==> config.mk <==
export PLATFORM = sky130hd
export DESIGN_NAME = tcp_rto_estimator
export DESIGN_NICKNAME = d
export VERILOG_FILES = /design/src/hw/rtl/rto_pkg.sv /design/src/hw/rtl/tcp_rto_estimator.sv
export SDC_FILE = /design/constraint.sdc
export NUM_CORES = 2
export LEC_CHECK = 0
export BUFFER_PORTS_ARGS = -buffer_cell sky130_fd_sc_hd__clkbuf_2
export CAP_MARGIN = 15
export CORE_MARGIN = 2
export CORE_UTILIZATION = 38
export CTS_BUF_LIST = sky130_fd_sc_hd__clkbuf_8 sky130_fd_sc_hd__clkbuf_16
export CTS_CLUSTER_DIAMETER = 50
export DETAILED_ROUTE_END_ITERATION = 10
export MAX_ROUTING_LAYER = met4
export PLACE_DENSITY_LB_ADDON = 0.08
export SLEW_MARGIN = 25
export SYNTH_ARGS = -nofsm -noshare
export SYNTH_HDL_FRONTEND = slang
export SYNTH_SLANG_ARGS = --single-unit
==> constraint.sdc <==
create_clock -name aclk -period 13.66 [get_ports aclk]
set_clock_uncertainty 0.1 [all_clocks]
set_input_delay 0.683 -clock aclk [delete_from_list [all_inputs] [get_ports aclk]]
set_output_delay 0.683 -clock aclk [all_outputs]
set_load 0.03 [all_outputs]
==> src/hw/rtl/rto_pkg.sv <==
// ----------------------------------------------------------------------------
// rto_pkg: shared types and constants of the TCP retransmission timeout block
// Field widths, request kinds, register indexes and reset values.
// ----------------------------------------------------------------------------
package rto_pkg;

    localparam int unsigned TICK_W    = 32;
    localparam int unsigned MS_W      = 32;
    localparam int unsigned RETRY_W   = 8;
    localparam int unsigned MIN_W     = 16;
    localparam int unsigned KIND_W    = 2;
    localparam int unsigned OUT_W     = 3 * MS_W + RETRY_W + 1;
    localparam int unsigned OUT_PAD_W = ((OUT_W + 7) / 8) * 8;
    localparam int unsigned ADDR_W    = 5;

    // Request kinds carried on the input side channel
    typedef enum logic [KIND_W-1:0] {
        KIND_SAMPLE  = 2'd0,
        KIND_TIMEOUT = 2'd1,
        KIND_ACK     = 2'd2,
        KIND_RESET   = 2'd3
    } kind_t;

    // Register word indexes (byte address = 4 * index)
    typedef enum logic [2:0] {
        REG_RTO_MIN  = 3'd0,
        REG_RTO_MAX  = 3'd1,
        REG_RTO_INIT = 3'd2,
        REG_TICK_HZ  = 3'd3,
        REG_RETRY    = 3'd4
    } reg_idx_t;

    localparam logic [MIN_W-1:0]   RTO_MIN_RST  = 16'd1000;
    localparam logic [MS_W-1:0]    RTO_MAX_RST  = 32'd60000;
    localparam logic [MS_W-1:0]    RTO_INIT_RST = 32'd1000;
    localparam logic [MS_W-1:0]    TICK_HZ_RST  = 32'd1000;
    localparam logic [RETRY_W-1:0] RETRY_RST    = 8'd8;
    localparam logic [MS_W-1:0]    VAR_RST      = 32'd750;
    localparam logic [RETRY_W-1:0] RETRY_SAT    = 8'd255;

    // Ticks are scaled by ms per second before the divide
    localparam int unsigned DVD_W     = TICK_W + 10;
    localparam logic [9:0]  MS_PER_S  = 10'd1000;
    localparam int unsigned DIV_STEPS = DVD_W;
    localparam int unsigned ALU_W     = DVD_W + 1;
    localparam int unsigned ACC_W     = MS_W + 3;

endpackage

==> src/hw/rtl/tcp_rto_estimator.sv <==
// ----------------------------------------------------------------------------
// tcp_rto_estimator: Jacobson/Karels retransmission timeout estimator
// Tracks smoothed rtt, rtt variation, timeout and retry count per connection.
// ----------------------------------------------------------------------------
//
//  channel | direction | handshake        | payload
//  --------+-----------+------------------+--------------------------------------
//  s_      | in        | tvalid / tready  | tdata: elapsed_ticks; tuser: kind
//  m_      | out       | tvalid / tready  | tdata: timeout, srtt, var, retries, abort
//  apb     | in        | psel/penable     | five config registers at 4*i
//
//  Steps: an rtt sample runs the 42-step restoring divide
//  (ticks * 1000 / tick_rate_hz) on the shared 43-bit add/sub unit, then
//  the update steps on that same unit. A timeout, ack progress and
//  connection reset skip the divide.
//  Reset: aresetn, synchronous, active low; config registers return to their
//  defaults and the estimator state to its initial values.
//  Stalls: s_tready is high only while the sequencer is idle; a held result in
//  the output register does not block the next request, only its completion.
//
module tcp_rto_estimator (
    input  logic                                aclk,
    input  logic                                aresetn,
    // APB configuration port
    input  logic                                psel,
    input  logic                                penable,
    input  logic                                pwrite,
    input  logic [rto_pkg::ADDR_W-1:0]          paddr,
    input  logic [31:0]                         pwdata,
    output logic [31:0]                         prdata,
    output logic                                pready,
    // Request stream
    input  logic                                s_tvalid,
    output logic                                s_tready,
    input  logic [rto_pkg::TICK_W-1:0]          s_tdata,   // [31:0] elapsed_ticks
    input  logic [rto_pkg::KIND_W-1:0]          s_tuser,   // [1:0] kind
    // Result stream
    output logic                                m_tvalid,
    input  logic                                m_tready,
    output logic [rto_pkg::OUT_PAD_W-1:0]       m_tdata    // [31:0] timeout_ms,
                                                           // [63:32] smoothed_rtt_ms,
                                                           // [95:64] rtt_var_ms,
                                                           // [103:96] retries,
                                                           // [104] abort_flag,
                                                           // [111:105] zero
);

    localparam int unsigned MS_W    = rto_pkg::MS_W;
    localparam int unsigned DVD_W   = rto_pkg::DVD_W;
    localparam int unsigned ALU_W   = rto_pkg::ALU_W;
    localparam int unsigned ACC_W   = rto_pkg::ACC_W;
    localparam int unsigned RETRY_W = rto_pkg::RETRY_W;
    localparam int unsigned CNT_W   = $clog2(rto_pkg::DIV_STEPS);

    typedef enum logic [3:0] {
        S_IDLE, S_DIV, S_CONV, S_DIFF1, S_DIFF2, S_VAR1, S_VAR2,
        S_SRTT1, S_SRTT2, S_RTO1, S_RTO2, S_TO1, S_CLAMP, S_OUT
    } state_t;

    // ------------------------------------------------------------------
    // Configuration registers
    // ------------------------------------------------------------------
    logic [rto_pkg::MIN_W-1:0] cfg_min_reg;
    logic [MS_W-1:0]           cfg_max_reg;
    logic [MS_W-1:0]           cfg_init_reg;
    logic [MS_W-1:0]           cfg_hz_reg;
    logic [RETRY_W-1:0]        cfg_limit_reg;
    logic                      cfg_wr;
    rto_pkg::reg_idx_t         cfg_idx;

    assign pready  = 1'b1;
    assign cfg_wr  = psel & penable & pwrite & pready;
    assign cfg_idx = rto_pkg::reg_idx_t'(paddr[4:2]);

    always_ff @(posedge aclk) begin
        if (!aresetn) begin
            cfg_min_reg   <= rto_pkg::RTO_MIN_RST;
            cfg_max_reg   <= rto_pkg::RTO_MAX_RST;
            cfg_init_reg  <= rto_pkg::RTO_INIT_RST;
            cfg_hz_reg    <= rto_pkg::TICK_HZ_RST;
            cfg_limit_reg <= rto_pkg::RETRY_RST;
        end else if (cfg_wr) begin
            case (cfg_idx)
                rto_pkg::REG_RTO_MIN:  cfg_min_reg   <= pwdata[rto_pkg::MIN_W-1:0];
                rto_pkg::REG_RTO_MAX:  cfg_max_reg   <= pwdata;
                rto_pkg::REG_RTO_INIT: cfg_init_reg  <= pwdata;
                rto_pkg::REG_TICK_HZ:  cfg_hz_reg    <= pwdata;
                rto_pkg::REG_RETRY:    cfg_limit_reg <= pwdata[RETRY_W-1:0];
                default: ;  // addresses past the register list are ignored
            endcase
        end
    end

    // Read back the addressed register, zero for unused addresses
    always_comb begin
        case (cfg_idx)
            rto_pkg::REG_RTO_MIN:  prdata = 32'(cfg_min_reg);
            rto_pkg::REG_RTO_MAX:  prdata = cfg_max_reg;
            rto_pkg::REG_RTO_INIT: prdata = cfg_init_reg;
            rto_pkg::REG_TICK_HZ:  prdata = cfg_hz_reg;
            rto_pkg::REG_RETRY:    prdata = 32'(cfg_limit_reg);
            default:               prdata = '0;
        endcase
    end

    // ------------------------------------------------------------------
    // Estimator state and sequencer registers
    // ------------------------------------------------------------------
    state_t              state_reg;
    logic [MS_W-1:0]     srtt_reg;
    logic [MS_W-1:0]     rttvar_reg;
    logic [MS_W-1:0]     rto_reg;
    logic [RETRY_W-1:0]  retry_reg;
    logic                abort_reg;
    logic [MS_W-1:0]     ms_reg;
    logic [MS_W-1:0]     diff_reg;
    logic [ACC_W-1:0]    acc_reg;
    logic [DVD_W-1:0]    dvd_reg;     // dividend bits shift out, quotient bits shift in
    logic [MS_W-1:0]     rem_reg;
    logic [MS_W-1:0]     divisor_reg;
    logic [CNT_W-1:0]    cnt_reg;
    logic                m_tvalid_reg;
    logic [rto_pkg::OUT_PAD_W-1:0] m_tdata_reg;

    logic                s_accept;
    logic                out_free;
    logic [RETRY_W-1:0]  retry_next;
    logic [MS_W-1:0]     ms_next;
    logic [DVD_W-1:0]    dvd_next;

    assign s_tready = (state_reg == S_IDLE);
    assign s_accept = s_tvalid & s_tready;
    assign out_free = !m_tvalid_reg || m_tready;
    assign m_tvalid = m_tvalid_reg;
    assign m_tdata  = m_tdata_reg;

    assign retry_next = (retry_reg == rto_pkg::RETRY_SAT) ? retry_reg
                                                          : retry_reg + 1'b1;
    assign dvd_next   = DVD_W'(s_tdata) * DVD_W'(rto_pkg::MS_PER_S);

    // Quotient to milliseconds: saturate at 32 bits, floor at 1 ms
    always_comb begin
        if (dvd_reg[DVD_W-1:MS_W] != '0) begin
            ms_next = '1;
        end else if (dvd_reg[MS_W-1:0] == '0) begin
            ms_next = MS_W'(1);
        end else begin
            ms_next = dvd_reg[MS_W-1:0];
        end
    end

    // ------------------------------------------------------------------
    // Shared add/subtract unit; the top bit of a subtract is the borrow
    // ------------------------------------------------------------------
    logic [ALU_W-1:0] alu_a;
    logic [ALU_W-1:0] alu_b;
    logic             alu_sub;
    logic [ALU_W-1:0] alu_res;
    logic             alu_borrow;

    always_comb begin
        alu_a   = '0;
        alu_b   = '0;
        alu_sub = 1'b0;
        case (state_reg)
            S_DIV: begin
                alu_a   = ALU_W'({rem_reg, dvd_reg[DVD_W-1]});
                alu_b   = ALU_W'(divisor_reg);
                alu_sub = 1'b1;
            end
            S_DIFF1: begin
                alu_a   = ALU_W'(srtt_reg);
                alu_b   = ALU_W'(ms_reg);
                alu_sub = 1'b1;
            end
            S_DIFF2: begin
                alu_a   = ALU_W'(ms_reg);
                alu_b   = ALU_W'(srtt_reg);
                alu_sub = 1'b1;
            end
            S_VAR1: begin
                alu_a = ALU_W'({rttvar_reg, 1'b0});
                alu_b = ALU_W'(rttvar_reg);
            end
            S_VAR2: begin
                alu_a = ALU_W'(acc_reg);
                alu_b = ALU_W'(diff_reg);
            end
            S_SRTT1: begin
                alu_a   = ALU_W'({srtt_reg, 3'b000});
                alu_b   = ALU_W'(srtt_reg);
                alu_sub = 1'b1;
            end
            S_SRTT2: begin
                alu_a = ALU_W'(acc_reg);
                alu_b = ALU_W'(ms_reg);
            end
            S_RTO1: begin
                alu_a   = ALU_W'({rttvar_reg, 2'b00});
                alu_b   = ALU_W'(cfg_min_reg);
                alu_sub = 1'b1;
            end
            S_RTO2: begin
                alu_a = ALU_W'(acc_reg);
                alu_b = ALU_W'(srtt_reg);
            end
            S_TO1: begin
                alu_a = ALU_W'(rto_reg);
                alu_b = ALU_W'(rto_reg);
            end
            S_CLAMP: begin
                alu_a   = ALU_W'(acc_reg);
                alu_b   = ALU_W'(cfg_max_reg);
                alu_sub = 1'b1;
            end
            default: ;
        endcase
    end

    assign alu_res    = alu_sub ? (alu_a - alu_b) : (alu_a + alu_b);
    assign alu_borrow = alu_res[ALU_W-1];

    // ------------------------------------------------------------------
    // Sequencer
    // ------------------------------------------------------------------
    always_ff @(posedge aclk) begin
        if (!aresetn) begin
            state_reg    <= S_IDLE;
            srtt_reg     <= '0;
            rttvar_reg   <= rto_pkg::VAR_RST;
            rto_reg      <= rto_pkg::RTO_INIT_RST;
            retry_reg    <= '0;
            abort_reg    <= 1'b0;
            m_tvalid_reg <= 1'b0;
        end else begin
            // Drop the result once taken; S_OUT reloads it in its own arm
            if (m_tvalid_reg && m_tready && (state_reg != S_OUT)) begin
                m_tvalid_reg <= 1'b0;
            end

            case (state_reg)
                S_IDLE: begin
                    if (s_accept) begin
                        case (rto_pkg::kind_t'(s_tuser))
                            rto_pkg::KIND_SAMPLE: begin
                                abort_reg   <= 1'b0;
                                dvd_reg     <= dvd_next;
                                rem_reg     <= '0;
                                divisor_reg <= (cfg_hz_reg == '0) ? MS_W'(1) : cfg_hz_reg;
                                cnt_reg     <= CNT_W'(rto_pkg::DIV_STEPS - 1);
                                state_reg   <= S_DIV;
                            end
                            rto_pkg::KIND_TIMEOUT: begin
                                retry_reg <= retry_next;
                                abort_reg <= (retry_next >= cfg_limit_reg);
                                state_reg <= S_TO1;
                            end
                            rto_pkg::KIND_ACK: begin
                                abort_reg <= 1'b0;
                                retry_reg <= '0;
                                state_reg <= S_OUT;
                            end
                            default: begin
                                abort_reg  <= 1'b0;
                                srtt_reg   <= '0;
                                rttvar_reg <= rto_pkg::VAR_RST;
                                rto_reg    <= cfg_init_reg;
                                retry_reg  <= '0;
                                state_reg  <= S_OUT;
                            end
                        endcase
                    end
                end
                S_DIV: begin
                    // One quotient bit per cycle
                    if (!alu_borrow) begin
                        rem_reg <= alu_res[MS_W-1:0];
                    end else begin
                        rem_reg <= {rem_reg[MS_W-2:0], dvd_reg[DVD_W-1]};
                    end
                    dvd_reg <= {dvd_reg[DVD_W-2:0], !alu_borrow};
                    cnt_reg <= cnt_reg - 1'b1;
                    if (cnt_reg == '0) begin
                        state_reg <= S_CONV;
                    end
                end
                S_CONV: begin
                    ms_reg <= ms_next;
                    if (srtt_reg == '0) begin
                        // First sample seeds the estimates
                        srtt_reg   <= ms_next;
                        rttvar_reg <= ms_next >> 1;
                        state_reg  <= S_RTO1;
                    end else begin
                        state_reg <= S_DIFF1;
                    end
                end
                S_DIFF1: begin
                    diff_reg  <= alu_res[MS_W-1:0];
                    state_reg <= alu_borrow ? S_DIFF2 : S_VAR1;
                end
                S_DIFF2: begin
                    diff_reg  <= alu_res[MS_W-1:0];
                    state_reg <= S_VAR1;
                end
                S_VAR1: begin
                    acc_reg   <= alu_res[ACC_W-1:0];
                    state_reg <= S_VAR2;
                end
                S_VAR2: begin
                    rttvar_reg <= alu_res[MS_W+1:2];
                    state_reg  <= S_SRTT1;
                end
                S_SRTT1: begin
                    acc_reg   <= alu_res[ACC_W-1:0];
                    state_reg <= S_SRTT2;
                end
                S_SRTT2: begin
                    srtt_reg  <= alu_res[MS_W+2:3];
                    state_reg <= S_RTO1;
                end
                S_RTO1: begin
                    // Larger of 4*rttvar and the minimum
                    acc_reg   <= alu_borrow ? ACC_W'(cfg_min_reg)
                                            : ACC_W'({rttvar_reg, 2'b00});
                    state_reg <= S_RTO2;
                end
                S_RTO2: begin
                    acc_reg   <= alu_res[ACC_W-1:0];
                    state_reg <= S_CLAMP;
                end
                S_TO1: begin
                    acc_reg   <= alu_res[ACC_W-1:0];
                    state_reg <= S_CLAMP;
                end
                S_CLAMP: begin
                    rto_reg   <= alu_borrow ? acc_reg[MS_W-1:0] : cfg_max_reg;
                    state_reg <= S_OUT;
                end
                S_OUT: begin
                    // Hold until the output register is free
                    if (out_free) begin
                        m_tdata_reg  <= rto_pkg::OUT_PAD_W'({abort_reg, retry_reg,
                                                             rttvar_reg, srtt_reg,
                                                             rto_reg});
                        m_tvalid_reg <= 1'b1;
                        state_reg    <= S_IDLE;
                    end
                end
                default: state_reg <= S_IDLE;
            endcase
        end
    end

endmodule

==> results.json <==
{
  "layout_cells_sized_above_1": 0.1343,
  "yosys.area_share.xor_xnor": 0.01978,
  "worstPathArrival_ns": 8.26,
  "unrepaired_setup_endpoints_after_global_routing": "no",
  "timing.max_slew.rel_slack": 0.2578,
  "grt_start_max_net_pins": 74,
  "yosys-top-cells-area": "sky130_fd_sc_hd__edfxtp_1, sky130_fd_sc_hd__dfxtp_1, sky130_fd_sc_hd__fa_1",
  "cp.required_ns": 14.04,
  "route.detailed.drc": 0,
  "dr_total_vias": 28740,
  "drtAntennaViolNets": 0,
  "layout_worst_path_cycle_share": 0.5766,
  "regToRegSetupSlack_ns": 5.78,
  "r2r-end": "rem_reg[29]$_SDFFCE_PN0P_",
  "initial_core_util": 0.3826,
  "cts_tree": "yes",
  "cp_cell_sequence": "nand2_1 -> nor2_4 -> buf_4 -> buf_4 -> a222oi_1 -> nand2_1 -> a21oi_1 -> ha_1 -> inv_1 -> nor3_1 -> a31oi_1 -> a21oi_1 -> and2_1 -> nor2_1 -> nand2_4 -> nand2_1 -> o21ai_0",
  "synth.area.mux_share": 0.03247,
  "globalRoute.totalOverflow": 0,
  "synthesized_area_fraction_occupied_by_ao_oa_aoi_and_oai_cells": 0.1919,
  "ys_seq_area_frac": 0.4252,
  "synth_top_family_by_area": "compound AO/OA/AOI/OAI gates",
  "crit-reg2reg-launch": "state_reg[0]$_SDFFE_PN0P_",
  "worst_ir_drop_vdd_uv": 157.0,
  "antenna_violations_before_repair": 3,
  "post_cts_clock_slew_at_the_launch_and_capture_registers_of_the_worst_setup_and_hold_paths_ns": 0.06,
  "routedWlPerCell_um": 27.26,
  "cp-end-kind": "flip-flop",
  "pin_count": 225,
  "synth.largest_area_cell": "sky130_fd_sc_hd__edfxtp_1",
  "cp_slowest_cell": "sky130_fd_sc_hd__dfxtp_1",
  "hold_path_class": "in -> reg",
  "timing.critical_path.buf_inv": 3,
  "netlist-cell-type-count": 82,
  "grt_first_pass_wirelength_um": 193300,
  "hold_start": "pwdata[22]",
  "placementRows": 108,
  "powerDensity_mw_per_mm2": 278.7,
  "synth.avg_cell_area_um2": 9.437,
  "core_mm2": 0.08662,
  "area_of_the_mapped_netlist_mm2": 0.03314,
  "max_freq_mhz": 127.0,
  "synth_adder_area_share": 0.1329,
  "critical_path.startpoint": "state_reg[0]$_SDFFE_PN0P_",
  "power.leakage_uw": 0.01486,
  "final.setup.tns_ns": 0,
  "crit_path_max_incr_delay_ns": 0.91,
  "path_common_cell": "sky130_fd_sc_hd__nand2_1",
  "synth_async_sr_flop_share": 0,
  "min_path_cells": 3,
  "startpoint_type": "flip-flop",
  "syn2layout_area_growth_pct": 14.46,
  "r2r.worst_path.cells": 17,
  "synth_simple_gate_area_share": 0.1380,
  "worstSetupPathType": "reg -> reg",
  "post_cts.repair.setup_buffers": 0,
  "track_usage": 0.2994,
  "routed_via_density": 5.935,
  "ys.flop_type": "sky130_fd_sc_hd__edfxtp_1",
  "place_hpwl_um": 96950,
  "netlist.area_leader.share": 0.2863,
  "buffer_ports.inserted": 214,
  "clock_tree.root_cell": "sky130_fd_sc_hd__clkbuf_16",
  "number_of_enable_type_register_cells_in_the_synthesized_netlist": 316,
  "nets": 3978,
  "drtPass1Iterations": 9,
  "synthesis.instances": 3512,
  "total_cts_buffers": 79,
  "fp.dieW_um": 299.3,
  "clock_latency_ns": 0.66,
  "synth_warnings": 0,
  "finalPower_uw": 10570,
  "max_cap_violations": 0,
  "report.final.slew_viol_count": 0,
  "cts_repair_resize_count": 0,
  "die_height_um": 299.3,
  "largest_reg_flops": 105,
  "cts_num_sinks": 546,
  "hold_buffers": 0,
  "floorplan.die_area_mm2": 0.08959,
  "outcome": "complete, no violations",
  "tightest_slew_ns": 1.112,
  "htree_levels": 3,
  "path_max_fanout": 71,
  "drt-initial-drc-count": 2906,
  "weighted_congestion_reported_at_the_end_of_routability_driven_placement": 0.9385,
  "whs_endpoint": "cfg_hz_reg[22]$_SDFFE_PN0P_",
  "layout_min_cycle_time_ns": 7.876,
  "synth.ff_latch_count": 546,
  "setup_viol": 0,
  "timing_hold_violations_final": 0,
  "critical-path-top-delay-family": "simple AND/OR/NAND/NOR gates",
  "routed_wirelength_um": 132000,
  "clock_path_buffers": 3,
  "via_count_of_the_first_global_routing_pass": 28960
}
[worst reg2reg max path, cell delays in order (launching register included)]
cell and delay [ns]:
sky130_fd_sc_hd__dfxtp_1 0.91, sky130_fd_sc_hd__nand2_1 0.60, sky130_fd_sc_hd__nor2_4 0.53, sky130_fd_sc_hd__buf_4 0.46
sky130_fd_sc_hd__buf_4 0.78, sky130_fd_sc_hd__a222oi_1 0.37, sky130_fd_sc_hd__nand2_1 0.14, sky130_fd_sc_hd__a21oi_1 0.14
sky130_fd_sc_hd__ha_1 0.59, sky130_fd_sc_hd__inv_1 0.19, sky130_fd_sc_hd__nor3_1 0.51, sky130_fd_sc_hd__a31oi_1 0.16
sky130_fd_sc_hd__a21oi_1 0.50, sky130_fd_sc_hd__and2_1 0.29, sky130_fd_sc_hd__nor2_1 0.09, sky130_fd_sc_hd__nand2_4 0.69
sky130_fd_sc_hd__nand2_1 0.40, sky130_fd_sc_hd__o21ai_0 0.28
[power breakdown]
group          internal, uW  switching [uW]
Sequential             2220             382
Combinational          1930            4010
Clock                  1180             848
[placed cells by master, fill, tap and decap left out, drive strengths merged, types with 13 or more instances in the layout]
master / Yosys / layout
nand2: 507 / 507
nor3: 40 / 40
mux2: 20 / 20
nor4: 33 / 33
o22ai: 32 / 32
dfxtp: 230 / 230
o211ai: 28 / 28
a21o: 43 / 43
ha: 160 / 160
o21ai: 153 / 153
a211oi: 30 / 30
nand3: 66 / 66
clkbuf: 199 / 302
nor2b: 21 / 21
a222oi: 66 / 66
a221oi: 16 / 16
nand4: 42 / 42
fa: 120 / 120
xor2: 20 / 20
a21oi: 315 / 315
clkinv: 0 / 24
xnor2: 54 / 54
buf: 43 / 49
a31oi: 30 / 30
nand2b: 17 / 17
o21a: 13 / 13
and3: 24 / 24
edfxtp: 316 / 316
nor2: 212 / 212
inv: 270 / 298
a22oi: 166 / 166
or3: 17 / 17
or2: 28 / 28
mux2i: 67 / 67
[layout make-up]
type | instances | area (um2)
antenna | 3 | 7.507
timing repair buffer | 263 | 1463
multi-input combinational | 2460 | 17290
tap | 1155 | 1445
clock inverter | 58 | 449.2
fill | 8468 | 48680
clock buffer | 88 | 2168
inverter | 270 | 1016
sequential | 546 | 14090
[synth_stat cells, drive strengths merged, types with 20 or more instances]
cell and count:
nand2 507, edfxtp 316, a21oi 315, inv 270, dfxtp 230, nor2 212
clkbuf 199, a22oi 166, ha 160, o21ai 153, fa 120, mux2i 67
a222oi 66, nand3 66, xnor2 54, a21o 43, buf 43, nand4 42
nor3 40, nor4 33, o22ai 32, a211oi 30, a31oi 30, o211ai 28
or2 28, and3 24, nor2b 21, mux2 20, xor2 20
[logic make-up (layout without fill, tap and decap cells)]
kind of cell / after synthesis / in the layout
AO/OA/AOI/OAI: 969 / 969
XOR/XNOR: 74 / 74
adder cells (fa/ha/maj): 280 / 280
buffers and inverters: 512 / 679
flip-flops: 546 / 546
multiplexers: 95 / 95
other: 2 / 11
AND/OR/NAND/NOR: 1034 / 1034
[worst max path at each step]
stage                                      to  slack, ns  depth (start not counted)
floorplan                m_tdata[0]$_DFFE_PP_       1.55                          4
global placement    rem_reg[29]$_SDFFCE_PN0P_       5.99                         17
detailed placement  rem_reg[29]$_SDFFCE_PN0P_       5.97                         17
CTS                 rem_reg[29]$_SDFFCE_PN0P_       5.96                         17
global route        rem_reg[29]$_SDFFCE_PN0P_       5.42                         17
finish              rem_reg[29]$_SDFFCE_PN0P_       5.78                         17
[per-layer routing]
layer | vias to the layer above | track usage | part of all wire
li1 | 12890 | - | -
met3 | 366 | 0.04052 | 0.061
met5 | - | - | 0
met2 | 1324 | 0.5007 | 0.49
met1 | 14170 | 0.3433 | 0.38
met4 | 0 | 0.1773 | 0.067
[through the flow]
step,cells,hold slack (ns),setup slack (ns),cell area (um2),util
floorplan,3518,0.3081,1.550,33160,-
global placement,4693,0.3454,5.987,35270,0.4072
detailed placement,4694,0.3432,5.971,35310,0.4076
CTS,4840,0.1602,5.956,37920,0.4378
global route,4841,0.1749,5.420,37930,0.4379
finish,4843,0.1857,5.784,37940,0.4380
Power figures use the tool's default switching activity.
